File: src/rtl/adam_pkg.sv
`timescale 1ns / 1ps
// ----------------------------------------------------------------------------
// Adam update package
// Shared widths, register indexes and register reset values.
// ----------------------------------------------------------------------------
package adam_pkg;

	localparam int VALUE_WIDTH_DEF   = 32;
	localparam int FRACTION_BITS_DEF = 24;

	// configuration registers
	localparam int REG_WIDTH       = 25;
	localparam int REG_INDEX_WIDTH = 3;

	typedef enum logic [REG_INDEX_WIDTH-1:0] {
		REG_LEARNING_RATE = 3'd0,
		REG_BETA_ONE      = 3'd1,
		REG_BETA_TWO      = 3'd2,
		REG_EPSILON_TERM  = 3'd3,
		REG_BIAS_ONE      = 3'd4,
		REG_BIAS_TWO      = 3'd5
	} reg_index_t;

	localparam logic [REG_WIDTH-1:0] LEARNING_RATE_RST = 25'd16777;
	localparam logic [REG_WIDTH-1:0] BETA_ONE_RST      = 25'd15099494;
	localparam logic [REG_WIDTH-1:0] BETA_TWO_RST      = 25'd16760439;
	localparam logic [REG_WIDTH-1:0] EPSILON_TERM_RST  = 25'd1;
	localparam logic [REG_WIDTH-1:0] BIAS_ONE_RST      = 25'd16777216;
	localparam logic [REG_WIDTH-1:0] BIAS_TWO_RST      = 25'd16777216;

endpackage

File: src/rtl/adam_sqrt_cell.sv
`timescale 1ns / 1ps
// ----------------------------------------------------------------------------
// Adam square root cell
// One digit-by-digit root step: bring down two radicand bits, try 4r+1.
// ----------------------------------------------------------------------------
module adam_sqrt_cell import adam_pkg::*; #(
	parameter int RB = 28,
	parameter int SW = 1
) (
	input  logic            clk,
	input  logic            arst_n,
	input  logic            en,
	input  logic            vld_i,
	input  logic [2*RB-1:0] x_i,
	input  logic [RB:0]     rem_i,
	input  logic [RB-1:0]   root_i,
	input  logic [SW-1:0]   side_i,
	output logic            vld_o,
	output logic [2*RB-1:0] x_o,
	output logic [RB:0]     rem_o,
	output logic [RB-1:0]   root_o,
	output logic [SW-1:0]   side_o
);
	logic [RB+2:0]   cand;
	logic [RB+2:0]   trial;
	logic [RB+2:0]   diff;
	logic            fits;
	logic            vld_q;
	logic [2*RB-1:0] x_q;
	logic [RB:0]     rem_q;
	logic [RB-1:0]   root_q;
	logic [SW-1:0]   side_q;

	assign cand  = {rem_i, x_i[2*RB-1:2*RB-2]};
	assign trial = {1'b0, root_i, 2'b01};
	assign fits  = cand >= trial;
	assign diff  = cand - trial;

	always_ff @(posedge clk or negedge arst_n) begin
		if (!arst_n) begin
			vld_q <= 1'b0;
		end else if (en) begin
			vld_q <= vld_i;
		end
	end

	// remainder stays within twice the partial root
	always_ff @(posedge clk) begin
		if (en) begin
			x_q    <= {x_i[2*RB-3:0], 2'b00};
			rem_q  <= fits ? diff[RB:0] : cand[RB:0];
			root_q <= {root_i[RB-2:0], fits};
			side_q <= side_i;
		end
	end

	assign vld_o  = vld_q;
	assign x_o    = x_q;
	assign rem_o  = rem_q;
	assign root_o = root_q;
	assign side_o = side_q;
endmodule

File: src/rtl/adam_sqrt_chain.sv
`timescale 1ns / 1ps
// ----------------------------------------------------------------------------
// Adam square root chain
// RB cells in a row, one root bit each, floor integer square root.
// ----------------------------------------------------------------------------
module adam_sqrt_chain import adam_pkg::*; #(
	parameter int RB = 28,
	parameter int SW = 1
) (
	input  logic            clk,
	input  logic            arst_n,
	input  logic            en,
	input  logic            vld_i,
	input  logic [2*RB-1:0] x_i,
	input  logic [SW-1:0]   side_i,
	output logic            vld_o,
	output logic [RB-1:0]   root_o,
	output logic [SW-1:0]   side_o
);
	logic            vld_w  [0:RB];
	logic [2*RB-1:0] x_w    [0:RB];
	logic [RB:0]     rem_w  [0:RB];
	logic [RB-1:0]   root_w [0:RB];
	logic [SW-1:0]   side_w [0:RB];

	assign vld_w[0]  = vld_i;
	assign x_w[0]    = x_i;
	assign rem_w[0]  = '0;
	assign root_w[0] = '0;
	assign side_w[0] = side_i;

	for (genvar i = 0; i < RB; i++) begin : g_cell
		adam_sqrt_cell #(.RB(RB), .SW(SW)) u_cell (
			.clk    (clk),
			.arst_n (arst_n),
			.en     (en),
			.vld_i  (vld_w[i]),
			.x_i    (x_w[i]),
			.rem_i  (rem_w[i]),
			.root_i (root_w[i]),
			.side_i (side_w[i]),
			.vld_o  (vld_w[i+1]),
			.x_o    (x_w[i+1]),
			.rem_o  (rem_w[i+1]),
			.root_o (root_w[i+1]),
			.side_o (side_w[i+1])
		);
	end

	assign vld_o  = vld_w[RB];
	assign root_o = root_w[RB];
	assign side_o = side_w[RB];
endmodule

File: config.mk
export PLATFORM = sky130hd
export DESIGN_NAME = adam_sqrt_chain
export DESIGN_NICKNAME = d
export VERILOG_FILES = /design/src/rtl/adam_pkg.sv /design/src/rtl/adam_sqrt_cell.sv /design/src/rtl/adam_sqrt_chain.sv
export SDC_FILE = /design/constraint.sdc
export NUM_CORES = 2
export LEC_CHECK = 0
export BUFFER_PORTS_ARGS = -buffer_cell sky130_fd_sc_hd__buf_4
export CAP_MARGIN = 25
export CELL_PAD_IN_SITES_DETAIL_PLACEMENT = 0
export CELL_PAD_IN_SITES_GLOBAL_PLACEMENT = 1
export CORE_MARGIN = 1.5
export CORE_UTILIZATION = 55
export CTS_BUF_LIST = sky130_fd_sc_hd__clkbuf_8
export CTS_CLUSTER_SIZE = 30
export DETAILED_ROUTE_END_ITERATION = 12
export PLACE_DENSITY_LB_ADDON = 0.1
export SKIP_LAST_GASP = 1
export SLEW_MARGIN = 10
export SYNTH_ARGS = -nofsm -noshare
export SYNTH_HDL_FRONTEND = slang
export SYNTH_SLANG_ARGS = --single-unit
File: constraint.sdc
create_clock -name clk -period 4.72 [get_ports clk]
set_input_delay 0.944 -clock clk [delete_from_list [all_inputs] [get_ports clk]]
set_output_delay 0.944 -clock clk [all_outputs]
set_load 0.01 [all_outputs]
# After elaboration in Yosys (flattened, before gate mapping)
# Index checks and enable logic that the tools add are counted.
dict set report classes {
  addsub 27
  n_lt_le_gt_ge 28
  muxes 27
}
# cell n
set op_table {}
lappend op_table {{29-bit two-way mux} 26}
lappend op_table {{31-bit by 10-bit greater-or-equal comparator with 1-bit output} 1}
lappend op_table {{31-bit by 11-bit greater-or-equal comparator with 1-bit output} 1}
lappend op_table {{31-bit by 12-bit greater-or-equal comparator with 1-bit output} 1}
lappend op_table {{31-bit by 13-bit greater-or-equal comparator with 1-bit output} 1}
lappend op_table {{31-bit by 14-bit greater-or-equal comparator with 1-bit output} 1}
lappend op_table {{31-bit by 15-bit greater-or-equal comparator with 1-bit output} 1}
lappend op_table {{31-bit by 16-bit greater-or-equal comparator with 1-bit output} 1}
lappend op_table {{31-bit by 17-bit greater-or-equal comparator with 1-bit output} 1}
lappend op_table {{31-bit by 18-bit greater-or-equal comparator with 1-bit output} 1}
lappend op_table {{31-bit by 19-bit greater-or-equal comparator with 1-bit output} 1}
lappend op_table {{31-bit by 20-bit greater-or-equal comparator with 1-bit output} 1}
lappend op_table {{31-bit by 21-bit greater-or-equal comparator with 1-bit output} 1}
lappend op_table {{31-bit by 22-bit greater-or-equal comparator with 1-bit output} 1}
lappend op_table {{31-bit by 23-bit greater-or-equal comparator with 1-bit output} 1}
lappend op_table {{31-bit by 24-bit greater-or-equal comparator with 1-bit output} 1}
lappend op_table {{31-bit by 25-bit greater-or-equal comparator with 1-bit output} 1}
lappend op_table {{31-bit by 26-bit greater-or-equal comparator with 1-bit output} 1}
lappend op_table {{31-bit by 27-bit greater-or-equal comparator with 1-bit output} 1}
lappend op_table {{31-bit by 28-bit greater-or-equal comparator with 1-bit output} 1}
lappend op_table {{31-bit by 29-bit greater-or-equal comparator with 1-bit output} 1}
lappend op_table {{31-bit by 3-bit greater-or-equal comparator with 1-bit output} 1}
lappend op_table {{31-bit by 4-bit greater-or-equal comparator with 1-bit output} 1}
lappend op_table {{31-bit by 5-bit greater-or-equal comparator with 1-bit output} 1}
lappend op_table {{33 further kinds} 33}
dict set report totals {
  ff_bits 1975
  inputBits 61
  elab_cells 221
}

# Depth between registers and ports, before layout
dict set report logic_depth {
  ltp_word 2
  depth_mapped 13
}

# Modules after synthesis
# A second synthesis with hierarchy kept.
dict set report unflattened {
  hier_cells 12265
  hier_area_um2 163435.5
}
# module instances cells_each area_each_um2
set by_module_without_submodules {}
lappend by_module_without_submodules {adam_sqrt_cell 28 438 5836.8}
lappend by_module_without_submodules {adam_sqrt_chain 1 1 3.8}

# Worst setup path after synthesis
# No wires, ideal clock.
dict set report synth_path {
  path_type {reg2reg}
  from {register g_cell[3].u_cell.rem_q[16]}
  to {register g_cell[4].u_cell.rem_q[26] (data pin)}
  arrival_time_ns 3.062
  setup_slack_ns 1.387
  path_stages_with_launch 10
  n_path_buf 0
  period_less_slack_ns 3.333
  path_cell_list {edfxtp_1 or4_1 or4_4 or3_1 nor4_2 or4b_4 nor4b_4 nand3_2 nor4_1 xor2_1}
}
dict set report synth_via {
  elab_chain_len 2
}
# item line_no
set synth_lines {}
lappend synth_lines {{start: declaration} adam_sqrt_cell.sv:30} ;# logic [RB:0] rem_q;
lappend synth_lines {{start signal: assignment} adam_sqrt_cell.sv:51} ;# rem_q <= fits ? diff[RB:0] : cand[RB:0];
lappend synth_lines {{29-bit by 6-bit subtractor with 29-bit output or 31-bit by 6-bit greater-or-equal comparator with 1-bit output (tied branches)} {adam_sqrt_cell.sv:37, adam_sqrt_cell.sv:36}}
lappend synth_lines {{29-bit two-way mux (*)} adam_sqrt_cell.sv:51}
lappend synth_lines {{end signal: assignment} adam_sqrt_cell.sv:51}
lappend synth_lines {{end: declaration} adam_sqrt_cell.sv:30}
# Every way passes the cells marked *; elsewhere a longest branch is shown, timed or not.
# A chain may end at the register's enable or synchronous reset.

# Worst setup path after layout
dict set report layout_path {
  from {register g_cell[13].u_cell.rem_q[14]}
  to {register g_cell[14].u_cell.rem_q[10] (data pin)}
}
dict set report layout_via {
  elab_chain_len 2
}
# item line_no
set layout_lines {}
lappend layout_lines {{start: declaration} adam_sqrt_cell.sv:30}
lappend layout_lines {{start signal: assignment} adam_sqrt_cell.sv:51}
lappend layout_lines {{31-bit by 16-bit greater-or-equal comparator with 1-bit output} adam_sqrt_cell.sv:36} ;# assign fits = cand >= trial;
lappend layout_lines {{29-bit two-way mux} adam_sqrt_cell.sv:51}
lappend layout_lines {{end signal: assignment} adam_sqrt_cell.sv:51}
lappend layout_lines {{end: declaration} adam_sqrt_cell.sv:30}
# No other way between the ends.

==> flow_results.org <==
** Die
- Area of the die :: 166000 um2
- The initialized floorplan defines 148 standard-cell rows.
- Effective utilization at floorplan :: 55.4%
- Number of placed I/O pins :: 91
- Die W :: 408 um
- Core Region :: 163000 um2
- Die Span Y :: 408 um

** Logic synthesis
- Dominant combinational cell family by area after synthesis :: simple AND/OR/NAND/NOR gates
- Synthesized Nets :: 7328
- Proportion of synthesized flip-flops having asynchronous set or reset :: 1.43%
- Fraction of the mapped netlist area in compound gates :: 9.08%
- Ys Warns :: 0
- Number of enable-type register cells in the synthesized netlist :: 1933
- Post-synthesis share of cell area spent on and, or, nand and nor gates :: 9.47%
- Arithmetic-cell share of the synthesized area counting full adders, half adders and majority gates :: 6.05%
- Synth cell types :: 88
- Flip-flop cell with the highest count after synthesis :: sky130_fd_sc_hd__edfxtp_1
- Of the post-synthesis cell area, the part taken by muxes is 1.38%.
- Number of cells produced by synthesis :: 6831
- After synthesis the cells add up to 90200 um2.
- Synth Area in XOR/XNOR :: 6.12%
- Summing the sequential cell areas from Yosys gives 65.1% of the chip area.
- A synthesized cell averages 13.2 um2.
- Synthesized flop and latch total :: 1961

** Timing
- Worst setup margin :: 0.794 ns
- The routed design could run at a clock period as short as 3.93 ns.
- Final worst path period share :: 83.2%
- Max-slew violation total from the final report :: 0
- Total of endpoints with negative setup slack in the final report :: 0
- Skew final :: 0.0620 ns
- Peak Freq :: 255 MHz
- Setup repair after global routing missed its margin :: no
- Worst rel slew slack :: 27.8%
- Setup total negative slack on the finished layout was measured at 0 ns.
- Hold Vio Cnt, Final :: 0
- Least-Margin Pin Slew :: 1.07 ns

** Clock tree
- Buffers inserted to repair hold after CTS numbered 33.
- Number of gates resized after cts :: 0
- Clock input transition at the sequential cells of the worst setup and hold paths :: 0.06 ns
- TritonCTS built the clock tree.
- Cell chosen for the clock root :: sky130_fd_sc_hd__clkbuf_8
- Clock latency reported for the late side of the worst-skew pair :: 1.02 ns
- Buffers inserted by post-CTS timing repair :: 0
- The H-tree was split into 5 levels.
- The clock net in this run drives a total of 1961 sinks.
- The number of clock buffers added by TritonCTS is 335.
- Longest Clk Path Bufs :: 4

** Flow run
- Across the run, the number of max-cap violations was 0.

** Place
- After legalization and detailed placement, the total HPWL measured 134000 um.
- Final Wtd Congestion :: 0.893
- Buffers placed on the I/O ports in this run total 90.
- Timing analysis after detailed placement gives a worst setup slack of 0.798 ns.
- The placed instances occupy a cell area of 94200 um2.

** Drt
- Total vias in the final route :: 53400
- In the final routed layout, each cell accounts on average for 19.2 um.
- Number of nets still failing antenna checks after routing :: 0
- Average via count per standard cell :: 5.52
- Length of the first detailed-routing pass in iterations :: 5
- Iteration-0 DRC count of the detailed router :: 3991
- After detailed routing, the number of remaining DRC violations is 0.
- Routed Wire Length :: 186000 um

** Min path
- Tightest Hold Check Type :: primary input to flip-flop
- Launch instance of the worst min-delay path :: x_i[7]
- Min-Delay Path Depth :: 1
- Min-Delay Endpoint :: g_cell[0].u_cell.x_o[9]

** Final layout
- The library cell used most frequently in the layout, excluding fill and tap cells, is sky130_fd_sc_hd__edfxtp_1.
- Filler Cell Count :: 12600
- Leaving out fill and tap cells, the most frequent cells in the layout are sky130_fd_sc_hd__edfxtp_1, sky130_fd_sc_hd__inv_1, sky130_fd_sc_hd__nand2_1.
- In the final layout, the share of cells above drive strength 1 is 10.1%.
- Final design instance area without fill :: 101000 um2
- The net count of the finished layout is 7760.
- The area growth from synthesis to layout is 11.5%.

** Global routing
- After global routing the overflow that remains totals 0.
- Antenna violations before repair :: 3
- Number of global-route vias before repair :: 52100
- Global-route usage over all layers :: 22.3%
- Global-route wire length before repair :: 291000 um
- Entering global routing, the biggest net connects 124 pins.

** Worst setup path
- In this run the critical register-to-register path is captured at g_cell[14].u_cell.rem_o[10].
- The worst register-to-register path begins at g_cell[13].u_cell.rem_o[14].
- In this run the worst path has a maximum fanout of 25.
- STA classifies the critical path startpoint as a flip-flop.
- Reg2reg path depth :: 7
- At the worst endpoint, the required time is 5.50 ns.
- Worst setup path class :: flip-flop to flip-flop
- The worst setup path is captured at a flip-flop.
- Setup slack on the worst reg-to-reg path comes out at 0.79 ns.
- STA puts the critical path data arrival time at 4.71 ns.

** Pwr
- Leak :: 39.2 nW
- Power Total :: 46.8 mW
- Max VDD drop :: 0.000331 V
- For this design the ratio of total power to cell area is 465 nW/um2.

** Run status
- The run finished with clean final reports.
==> synthesized netlist by cell type, types with 8 or more instances <==
cell type / number / area share [%]
sky130_fd_sc_hd__edfxtp_1: 1933 / 64
sky130_fd_sc_hd__inv_1: 535 / 2.2
sky130_fd_sc_hd__nand2_1: 445 / 1.9
sky130_fd_sc_hd__ha_1: 436 / 6.0
sky130_fd_sc_hd__nor2_1: 417 / 1.7
sky130_fd_sc_hd__a21oi_1: 399 / 2.2
sky130_fd_sc_hd__xnor2_1: 330 / 3.2
sky130_fd_sc_hd__o21ai_0: 320 / 1.8
sky130_fd_sc_hd__xor2_1: 300 / 2.9
sky130_fd_sc_hd__a21o_1: 187 / 1.6
sky130_fd_sc_hd__nor3_1: 161 / 0.89
sky130_fd_sc_hd__clkbuf_1: 112 / 0.47
sky130_fd_sc_hd__nand3_1: 111 / 0.62
sky130_fd_sc_hd__mux2_2: 99 / 1.2
sky130_fd_sc_hd__nor4_1: 92 / 0.64
sky130_fd_sc_hd__nand2b_1: 74 / 0.51
sky130_fd_sc_hd__o21a_1: 73 / 0.61
sky130_fd_sc_hd__nand4_1: 62 / 0.43
sky130_fd_sc_hd__nor2b_1: 60 / 0.42
sky130_fd_sc_hd__or3_1: 50 / 0.35
sky130_fd_sc_hd__a31oi_1: 48 / 0.33
sky130_fd_sc_hd__or4_1: 46 / 0.38
sky130_fd_sc_hd__and3_1: 45 / 0.31
sky130_fd_sc_hd__o21bai_1: 42 / 0.35
sky130_fd_sc_hd__o31ai_1: 41 / 0.34
sky130_fd_sc_hd__or2_2: 33 / 0.23
sky130_fd_sc_hd__a211oi_1: 32 / 0.27
sky130_fd_sc_hd__and2_1: 29 / 0.20
sky130_fd_sc_hd__dfrtp_1: 28 / 0.78
sky130_fd_sc_hd__a21boi_0: 19 / 0.16
sky130_fd_sc_hd__nand3b_1: 19 / 0.16
sky130_fd_sc_hd__o211ai_1: 18 / 0.15
sky130_fd_sc_hd__a2111oi_0: 16 / 0.16
sky130_fd_sc_hd__nor3b_1: 16 / 0.13
sky130_fd_sc_hd__nor4b_1: 14 / 0.14
sky130_fd_sc_hd__a211o_1: 13 / 0.13
sky130_fd_sc_hd__and4_1: 12 / 0.12
sky130_fd_sc_hd__mux2i_1: 11 / 0.12
sky130_fd_sc_hd__nand4b_1: 11 / 0.11
sky130_fd_sc_hd__a31o_2: 10 / 0.097
sky130_fd_sc_hd__o31a_1: 10 / 0.097
sky130_fd_sc_hd__a311o_1: 8 / 0.089
sky130_fd_sc_hd__o22ai_1: 8 / 0.055
==> power by group <==
part / switching [mW] / internal [mW]
Combinational: 5.24 / 4.06
Clock: 6.57 / 7.30
Sequential: 1.57 / 22.0
==> logic make-up (layout without fill, tap and decap cells) <==
kind of cell,Yosys count,after routing
DFF,1961,1961
adders and majority gates,436,436
buffers and inverters,659,1331
AOI/OAI and AO/OA,1314,1314
muxes,112,112
xor gates and xnor gates,630,630
other,1,3
and+or+nand+nor,1718,1718
==> state kept, by name, indices dropped and copies added, names as in the netlist <==
name,flops
g_cell.u_cell.vld_o,28
g_cell.u_cell.side_o,28
g_cell.u_cell.root_o,406
g_cell.u_cell.rem_o,743
g_cell.u_cell.x_o,756
==> final cells by class <==
class	count	area [um2]	area share (%)
Clock inverter	232	1250	1.24
Tap cell	2175	2720	2.71
Timing Repair Buffer	218	2040	2.03
Clock buffer	345	4750	4.72
Multi-Input combinational cell	4211	29000	28.9
Inverter	536	2010	2.00
Antenna cell	2	5.00	0.00498
Sequential cell	1961	58700	58.4
==> worst max-delay path, stage by stage, from the launching register on <==
cell                       delay (ns)
sky130_fd_sc_hd__edfxtp_1        0.45
sky130_fd_sc_hd__or3_1           0.45
sky130_fd_sc_hd__or4_1           0.48
sky130_fd_sc_hd__or4_1           0.47
sky130_fd_sc_hd__nor4_1          0.45
sky130_fd_sc_hd__o311a_1         0.35
sky130_fd_sc_hd__nand2_1         0.54
sky130_fd_sc_hd__mux2_2          0.48
==> worst max-delay path by stage <==
stage	depth (start not counted)	from	end	slack (ns)
finish	7	g_cell[13].u_cell.rem_o[14]	g_cell[14].u_cell.rem_o[10]	0.79
global route	7	g_cell[13].u_cell.rem_o[14]	g_cell[14].u_cell.rem_o[10]	0.56
CTS	7	g_cell[13].u_cell.rem_o[14]	g_cell[14].u_cell.rem_o[10]	0.81
detailed placement	7	g_cell[13].u_cell.rem_o[14]	g_cell[14].u_cell.rem_o[5]	0.80
global placement	7	g_cell[13].u_cell.rem_o[14]	g_cell[14].u_cell.rem_o[8]	0.93
floorplan	9	g_cell[3].u_cell.rem_o[16]	g_cell[4].u_cell.rem_o[26]	1.39
==> per-layer routing <==
metal	track usage (%)	up-vias	part of all wire [%]	wire (um)
met4	8.39	0	3.3	6140
met2	34.6	1301	46	84700
met1	31.8	25600	46	85700
li1	-	26200	-	-
met3	3.81	377	5.1	9500
met5	0	-	0	0
==> per-stage QoR <==
step                std cells  hold slack (ns)  util (%)
floorplan                6831            0.400         -
global placement         9068            0.400      57.9
detailed placement       9068            0.405      57.9
CTS                      9678        0.0000934      61.8
global route             9680           0.0158      61.8
finish                   9680            0.113      61.8
No activity file was read; power rests on OpenSTA's default activity.
